## src/sv/pcot_pkg.sv

```systemverilog
// Shared types and constants for the pin ownership conflict table.
package pcot_pkg;

  // Default table depth
  localparam int unsigned TableEntriesDef = 64;

  // Field widths
  localparam int unsigned PinW      = 6;
  localparam int unsigned StatusW   = 2;
  localparam int unsigned ConflictW = 16;
  localparam int unsigned EntriesW  = 7;

  // Result status codes
  typedef enum logic [StatusW-1:0] {
    StatusOk       = 2'd0,
    StatusConflict = 2'd1,
    StatusFull     = 2'd2,
    StatusNotFound = 2'd3
  } status_e;

  // Operation codes
  typedef enum logic {
    OpClaim   = 1'b0,
    OpRelease = 1'b1
  } op_e;

  // One table slot
  typedef struct packed {
    logic            live;
    logic            shared;
    logic [PinW-1:0] pin;
  } entry_t;

  // Controller states
  typedef enum logic [1:0] {
    StIdle,
    StScan,
    StDone
  } state_e;

endpackage

```

## src/sv/pcot_mem.sv

```systemverilog
// Single-port-read, single-port-write slot memory with registered read data.
module pcot_mem #(
  parameter int unsigned Depth = pcot_pkg::TableEntriesDef,
  parameter int unsigned AddrW = 6
) (
  input  logic                 clk_i,
  input  logic                 rd_en_i,
  input  logic [AddrW-1:0]     rd_addr_i,
  output pcot_pkg::entry_t     rd_data_o,
  input  logic                 wr_en_i,
  input  logic [AddrW-1:0]     wr_addr_i,
  input  pcot_pkg::entry_t     wr_data_i
);
  import pcot_pkg::*;

  entry_t mem_q [Depth];
  entry_t rd_data_q;

  // write port
  always_ff @(posedge clk_i) begin
    if (wr_en_i) begin
      mem_q[wr_addr_i] <= wr_data_i;
    end
  end

  // read port, registered read data
  always_ff @(posedge clk_i) begin
    if (rd_en_i) begin
      rd_data_q <= mem_q[rd_addr_i];
    end
  end

  assign rd_data_o = rd_data_q;

endmodule

```

## src/sv/pin_ownership_conflict_table_unit.sv

```systemverilog
// Pin ownership conflict table: search sequencer, counters and result word.
// A scan starts when start is accepted; a hit ends the scan early, and an empty table skips it.
// The scan reads one slot per cycle from the slot memory; the StDone state then commits the result.
// A new request is taken only when idle, after the last is done; busy is low again in the strobe cycle.
// Reset clears the sequencer, slot count and conflict total; slot contents are not cleared.
// The receiver cannot stall: done_o is high for a single cycle; the result word holds until the next commit.
module pin_ownership_conflict_table_unit #(
  parameter int unsigned TABLE_ENTRIES = pcot_pkg::TableEntriesDef
) (
  input  logic                             clk_i,
  input  logic                             rst_ni,
  input  logic                             start,
  output logic                             busy,
  input  logic                             opcode_i,
  input  logic [pcot_pkg::PinW-1:0]        pin_i,
  input  logic                             shared_request_i,
  output logic                             done_o,
  output logic [pcot_pkg::StatusW-1:0]     status_o,
  output logic [pcot_pkg::ConflictW-1:0]   conflicts_seen_o,
  output logic                             validation_failed_o,
  output logic [pcot_pkg::EntriesW-1:0]    entries_in_table_o
);
  import pcot_pkg::*;

  localparam int unsigned AW = (TABLE_ENTRIES > 1) ? $clog2(TABLE_ENTRIES) : 1;
  localparam int unsigned CW = $clog2(TABLE_ENTRIES + 1);
  localparam logic [CW-1:0] CntFull = CW'(TABLE_ENTRIES);

  state_e              state_q, state_d;
  op_e                 op_q;
  logic [PinW-1:0]     pin_q;
  logic                shr_q;
  logic [CW-1:0]       idx_q;
  logic                hit_q;
  logic [AW-1:0]       hit_idx_q;
  logic                hit_shr_q;
  logic [CW-1:0]       cnt_q;
  logic [ConflictW-1:0] conf_q;
  status_e             status_q, status_d;
  logic                done_q;

  logic                rd_en;
  logic [AW-1:0]       rd_addr;
  entry_t              rd_data;
  logic                wr_en;
  logic [AW-1:0]       wr_addr;
  entry_t              wr_data;
  logic                conf_inc;
  logic                append;

  logic [CW-1:0]       next_idx;
  logic                match;
  logic                last;
  logic [31:0]         cnt_ext;

  pcot_mem #(
    .Depth (TABLE_ENTRIES),
    .AddrW (AW)
  ) u_mem (
    .clk_i     (clk_i),
    .rd_en_i   (rd_en),
    .rd_addr_i (rd_addr),
    .rd_data_o (rd_data),
    .wr_en_i   (wr_en),
    .wr_addr_i (wr_addr),
    .wr_data_i (wr_data)
  );

  // slot compare on the word just read
  assign next_idx = idx_q + 1'b1;
  assign match    = rd_data.live && (rd_data.pin == pin_q);
  assign last     = (next_idx == cnt_q);

  // next state
  always_comb begin
    state_d = state_q;
    unique case (state_q)
      StIdle: begin
        if (start) begin
          state_d = (cnt_q == '0) ? StDone : StScan;
        end
      end
      StScan: begin
        if (match || last) begin
          state_d = StDone;
        end
      end
      StDone: begin
        state_d = StIdle;
      end
      default: state_d = StIdle;
    endcase
  end

  // memory access and commit decision
  always_comb begin
    rd_en    = 1'b0;
    rd_addr  = '0;
    wr_en    = 1'b0;
    wr_addr  = hit_idx_q;
    wr_data  = '{live: 1'b0, shared: hit_shr_q, pin: pin_q};
    conf_inc = 1'b0;
    append   = 1'b0;
    status_d = StatusOk;
    unique case (state_q)
      StIdle: begin
        rd_en = start;
      end
      StScan: begin
        rd_en   = !match && !last;
        rd_addr = next_idx[AW-1:0];
      end
      StDone: begin
        if (op_q == OpClaim) begin
          if (hit_q) begin
            if (!(hit_shr_q && shr_q)) begin
              conf_inc = 1'b1;
              status_d = StatusConflict;
            end
          end else if (cnt_q == CntFull) begin
            status_d = StatusFull;
          end else begin
            append  = 1'b1;
            wr_en   = 1'b1;
            wr_addr = cnt_q[AW-1:0];
            wr_data = '{live: 1'b1, shared: shr_q, pin: pin_q};
          end
        end else begin
          if (hit_q) begin
            // kill the matched slot, it is never reused
            wr_en = 1'b1;
          end else begin
            status_d = StatusNotFound;
          end
        end
      end
      default: ;
    endcase
  end

  // control and counters
  always_ff @(posedge clk_i or negedge rst_ni) begin
    if (!rst_ni) begin
      state_q  <= StIdle;
      cnt_q    <= '0;
      conf_q   <= '0;
      done_q   <= 1'b0;
      hit_q    <= 1'b0;
      idx_q    <= '0;
      status_q <= StatusOk;
    end else begin
      state_q <= state_d;
      done_q  <= (state_q == StDone);
      if (state_q == StIdle && start) begin
        hit_q <= 1'b0;
        idx_q <= '0;
      end
      if (state_q == StScan) begin
        if (match) begin
          hit_q <= 1'b1;
        end else if (!last) begin
          idx_q <= next_idx;
        end
      end
      if (state_q == StDone) begin
        status_q <= status_d;
        if (append) begin
          cnt_q <= cnt_q + 1'b1;
        end
        if (conf_inc && (conf_q != '1)) begin
          conf_q <= conf_q + 1'b1;
        end
      end
    end
  end

  // request word and match details
  always_ff @(posedge clk_i) begin
    if (state_q == StIdle && start) begin
      op_q  <= op_e'(opcode_i);
      pin_q <= pin_i;
      shr_q <= shared_request_i;
    end
    if (state_q == StScan && match) begin
      hit_idx_q <= idx_q[AW-1:0];
      hit_shr_q <= rd_data.shared;
    end
  end

  // result word; counters change only at the commit edge
  assign cnt_ext             = 32'(cnt_q);
  assign busy                = (state_q != StIdle);
  assign done_o              = done_q;
  assign status_o            = status_q;
  assign conflicts_seen_o    = conf_q;
  assign validation_failed_o = (conf_q != '0);
  assign entries_in_table_o  = cnt_ext[EntriesW-1:0];

endmodule
```

## config.mk

```make
export PLATFORM = sky130hd
export DESIGN_NAME = pin_ownership_conflict_table_unit
export DESIGN_NICKNAME = d
export VERILOG_FILES = /design/src/sv/pcot_pkg.sv /design/src/sv/pcot_mem.sv /design/src/sv/pin_ownership_conflict_table_unit.sv
export SDC_FILE = /design/constraint.sdc
export NUM_CORES = 1
export LEC_CHECK = 0
export ABC_AREA = 1
export BUFFER_PORTS_ARGS = -buffer_cell sky130_fd_sc_hd__buf_2
export CORE_ASPECT_RATIO = 0.9
export CORE_MARGIN = 2
export CORE_UTILIZATION = 25
export CTS_CLUSTER_DIAMETER = 200
export DETAILED_ROUTE_END_ITERATION = 8
export GPL_ROUTABILITY_DRIVEN = 0
export GPL_TIMING_DRIVEN = 0
export SYNTH_ARGS = -nofsm -noshare
export SYNTH_HDL_FRONTEND = slang
export SYNTH_SLANG_ARGS = --single-unit
```

## constraint.sdc

```tcl
create_clock -name clk_i -period 9.1 [get_ports clk_i]
set_clock_uncertainty 0.05 [all_clocks]
set_input_delay 1.365 -clock clk_i [delete_from_list [all_inputs] [get_ports clk_i]]
set_output_delay 1.365 -clock clk_i [all_outputs]
set_load 0.01 [all_outputs]
```

==> flow_metrics.tcl <==
set metrics [dict create \
    wirelength_mm 77.5 \
    r2r_end "u_mem.mem_q[25][1]$_DFFE_PP_" \
    cap_violations 0 \
    die_h_um 303 \
    fmax_mhz 227 \
    grt_pass1_vias 16500 \
    cp-endpoint "u_mem.mem_q[25][1]$_DFFE_PP_" \
    cts_hold_buf 0 \
    final_cell_mix "edfxtp_1 (535), nand3_1 (417), nand2_1 (396)" \
    grt_max_degree 70 \
    critPathBufInv 2 \
    worstReg2RegStart "entries_in_table_o[0]$_DFFE_PN0P_" \
    cp-startpoint "entries_in_table_o[0]$_DFFE_PN0P_" \
    maxSlewHeadroom_pct 14.1 \
    slowest_stage "nor2_1" \
    power.leakage_uw 0.0114 \
    h-tree-depth 2 \
    fin_util_pct 29.5 \
    final_area_um2 29000 \
    synth_top_cell_by_area "edfxtp_1" \
    worstSetupPathType "reg -> reg" \
    whs_ns 0.387 \
    setup_viol 0 \
    r2r_cells 11 \
    ys_top_cells_by_area "edfxtp_1 (65%), nand3_1 (8.4%), nand2_1 (6.0%)" \
    clkSinkCount 571 \
    syn_inst 2375 \
    crit_family "simple AND/OR/NAND/NOR gates" \
    grt_pass1_wl_mm 112 \
    yosysWarnings 0 \
    timing.final.ws_setup_ns 4.69 \
    fillCellCount 10100 \
    portBuffers 38 \
    max_stage_delay_ns 1.17 \
    reg2reg_slack_ns 4.69 \
    dpl_cell_area_um2 27200 \
    cp-start-kind "flip-flop" \
    synth_top_area_share_pct 64.7 \
    coreArea_um2 98300 \
    drive_above_1_share_pct 7.52 \
    ant_nets 0 \
    multiInputGateArea_um2 6150 \
    cp_cell_sequence "inv_1 > ha_1 > nand2_1 > nor2_1 > nand3_2 > nand3_4 > inv_2 > nand2_1 > o21ai_4 > nand4_2 > nor2_1" \
    start_util_pct 25.3 \
    finalCritPeriodShare_pct 48.5 \
    period_minus_slack_ns 4.41 \
    synth.distinct_cells 35 \
    vias 18100 \
    grt_overflow 0 \
    cts_tree "yes" \
    fin_nets 2507 \
    track_usage_pct 15.0 \
    syn_avg_cell_area_um2 10.5 \
    power.density_nw_per_um2 268 \
    row_count 109 \
    cts_buffer_depth 3 \
    crit_arrival_ns 4.62 \
    hold_viol 0 \
    hold_path_class "reg -> reg" \
    slew_viol_final 0 \
    path_depth 11 \
    die_x_um 336 \
    ys_seq_area_share_pct 68.3 \
    preCtsSetupSlack_ns 4.22 \
    areaGrowthSynthToFinish_pct 16.6 \
    cts_setup_buffers 0 \
    cts_buffers 58 \
    cp-end-kind "flip-flop" \
    crit_fanout 37 \
    drc 0 \
    clkLatencyLatePin_ns 0.66 \
    synth_nets 2391 \
    worst_slew_pin_slew_ns 1.28 \
    final_common_cell "edfxtp_1" \
    ir_drop_uv 169 \
    hpwl_mm 54.0 \
    crit_required_ns 9.31 \
    viasPerCell 4.68 \
    postSynthRegisterBits 571 \
    die_area_um2 102000 \
    drt_pre_antenna_iters 6 \
    root_buffer "clkbuf_16" \
    final-seq-area_um2 17000 \
    rsz0062_at_grt "false" \
    drtIter0Drc 2498 \
    antenna_found_initial 2 \
    wl_per_cell_um 20.0 \
    cts-resized-gates 0 \
    io_pins 39 \
    outcome "completed" \
    clk_pin_slew_ns 0.06 \
    synthesis.area_um2 24800 \
    fin_setup_tns_ns 0 \
]
==> stage by stage <==
step / instances / total power [µW]
after floorplan: 2375 / 4420
after global placement: 3745 / 5350
after detailed placement: 3762 / 5440
after CTS: 3870 / 7740
after global routing: 3871 / 8050
final: 3872 / 7780
==> cell families after synthesis <==
logic type | after synthesis | synth area share (%)
flip-flops | 571 | 68.3
AO/OA/AOI/OAI | 140 | 3.09
XOR/XNOR | 23 | 0.811
buffers and inverters | 451 | 6.98
AND/OR/NAND/NOR | 1185 | 20.6
adder cells (fa/ha/maj) | 5 | 0.252
==> how the worst min path moves through the flow <==
stage,startpoint,to,slack [ns],cells past startpoint
3_3_place_gp,u_mem.rd_data_o[6]$_DFFE_PP_,hit_shr_q$_DFFE_PP_,0.38,0
5_1_grt,u_mem.rd_data_o[6]$_DFFE_PP_,hit_shr_q$_DFFE_PP_,0.40,0
6_report,u_mem.rd_data_o[6]$_DFFE_PP_,hit_shr_q$_DFFE_PP_,0.39,0
4_1_cts,u_mem.rd_data_o[6]$_DFFE_PP_,hit_shr_q$_DFFE_PP_,0.39,0
2_1_floorplan,u_mem.rd_data_o[6]$_DFFE_PP_,hit_shr_q$_DFFE_PP_,0.35,0
3_5_place_dp,u_mem.rd_data_o[6]$_DFFE_PP_,hit_shr_q$_DFFE_PP_,0.36,0
==> final cells by class <==
| class | instances | share of cell area, % |
|---|---|---|
| Sequential cell | 571 | 58.5 |
| Multi-Input combinational cell | 1353 | 21.2 |
| Tap cell | 1332 | 5.75 |
| Clock buffer | 74 | 5.29 |
| Inverter | 343 | 4.44 |
| Timing Repair Buffer | 56 | 2.27 |
| Buffer | 108 | 1.55 |
| Clock inverter | 34 | 0.928 |
| Antenna cell | 1 | 0.00864 |
==> per-layer routing <==
layer,wire (µm),share of wire [%],vias to the layer above,global-route usage [%]
met3,8980,12,197,3.66
li1,-,-,8176,-
met1,32300,42,8693,21.1
met4,3080,4.0,4,5.86
met5,26,0.034,-,0
met2,33100,43,1044,22.1
==> flip-flops by register name, indices dropped and copies added (netlist names), 2 cells and up <==
register	flops
conflicts_seen_o	16
entries_in_table_o	7
hit_idx_q	6
idx_q	7
pin_q	6
state_q	2
status_o	2
u_mem.mem_q	512
u_mem.rd_data_o	8
==> report_power, final <==
part	internal (µW)	switching [µW]	total, µW	leakage, µW
clock network	1280	1050	2330	0.000870
registers	3060	81.8	3140	0.00533
logic	587	1730	2310	0.00517
total	4920	2860	7780	0.0114
==> cells in the mapped netlist, drive strengths merged <==
cell type / instances
nand3: 423
or2: 1
xnor2: 3
a22o: 1
nand4: 12
a221o: 1
dfrtp: 36
nand2: 398
nor4: 3
nor3: 10
o22ai: 3
inv: 343
clkbuf: 76
o31ai: 1
edfxtp: 535
and2: 1
a31oi: 1
buf: 32
ha: 5
a21oi: 2
nand3b: 1
xor2: 20
nor2: 336
o21ai: 131
No activity file was read; power rests on OpenSTA's default activity.
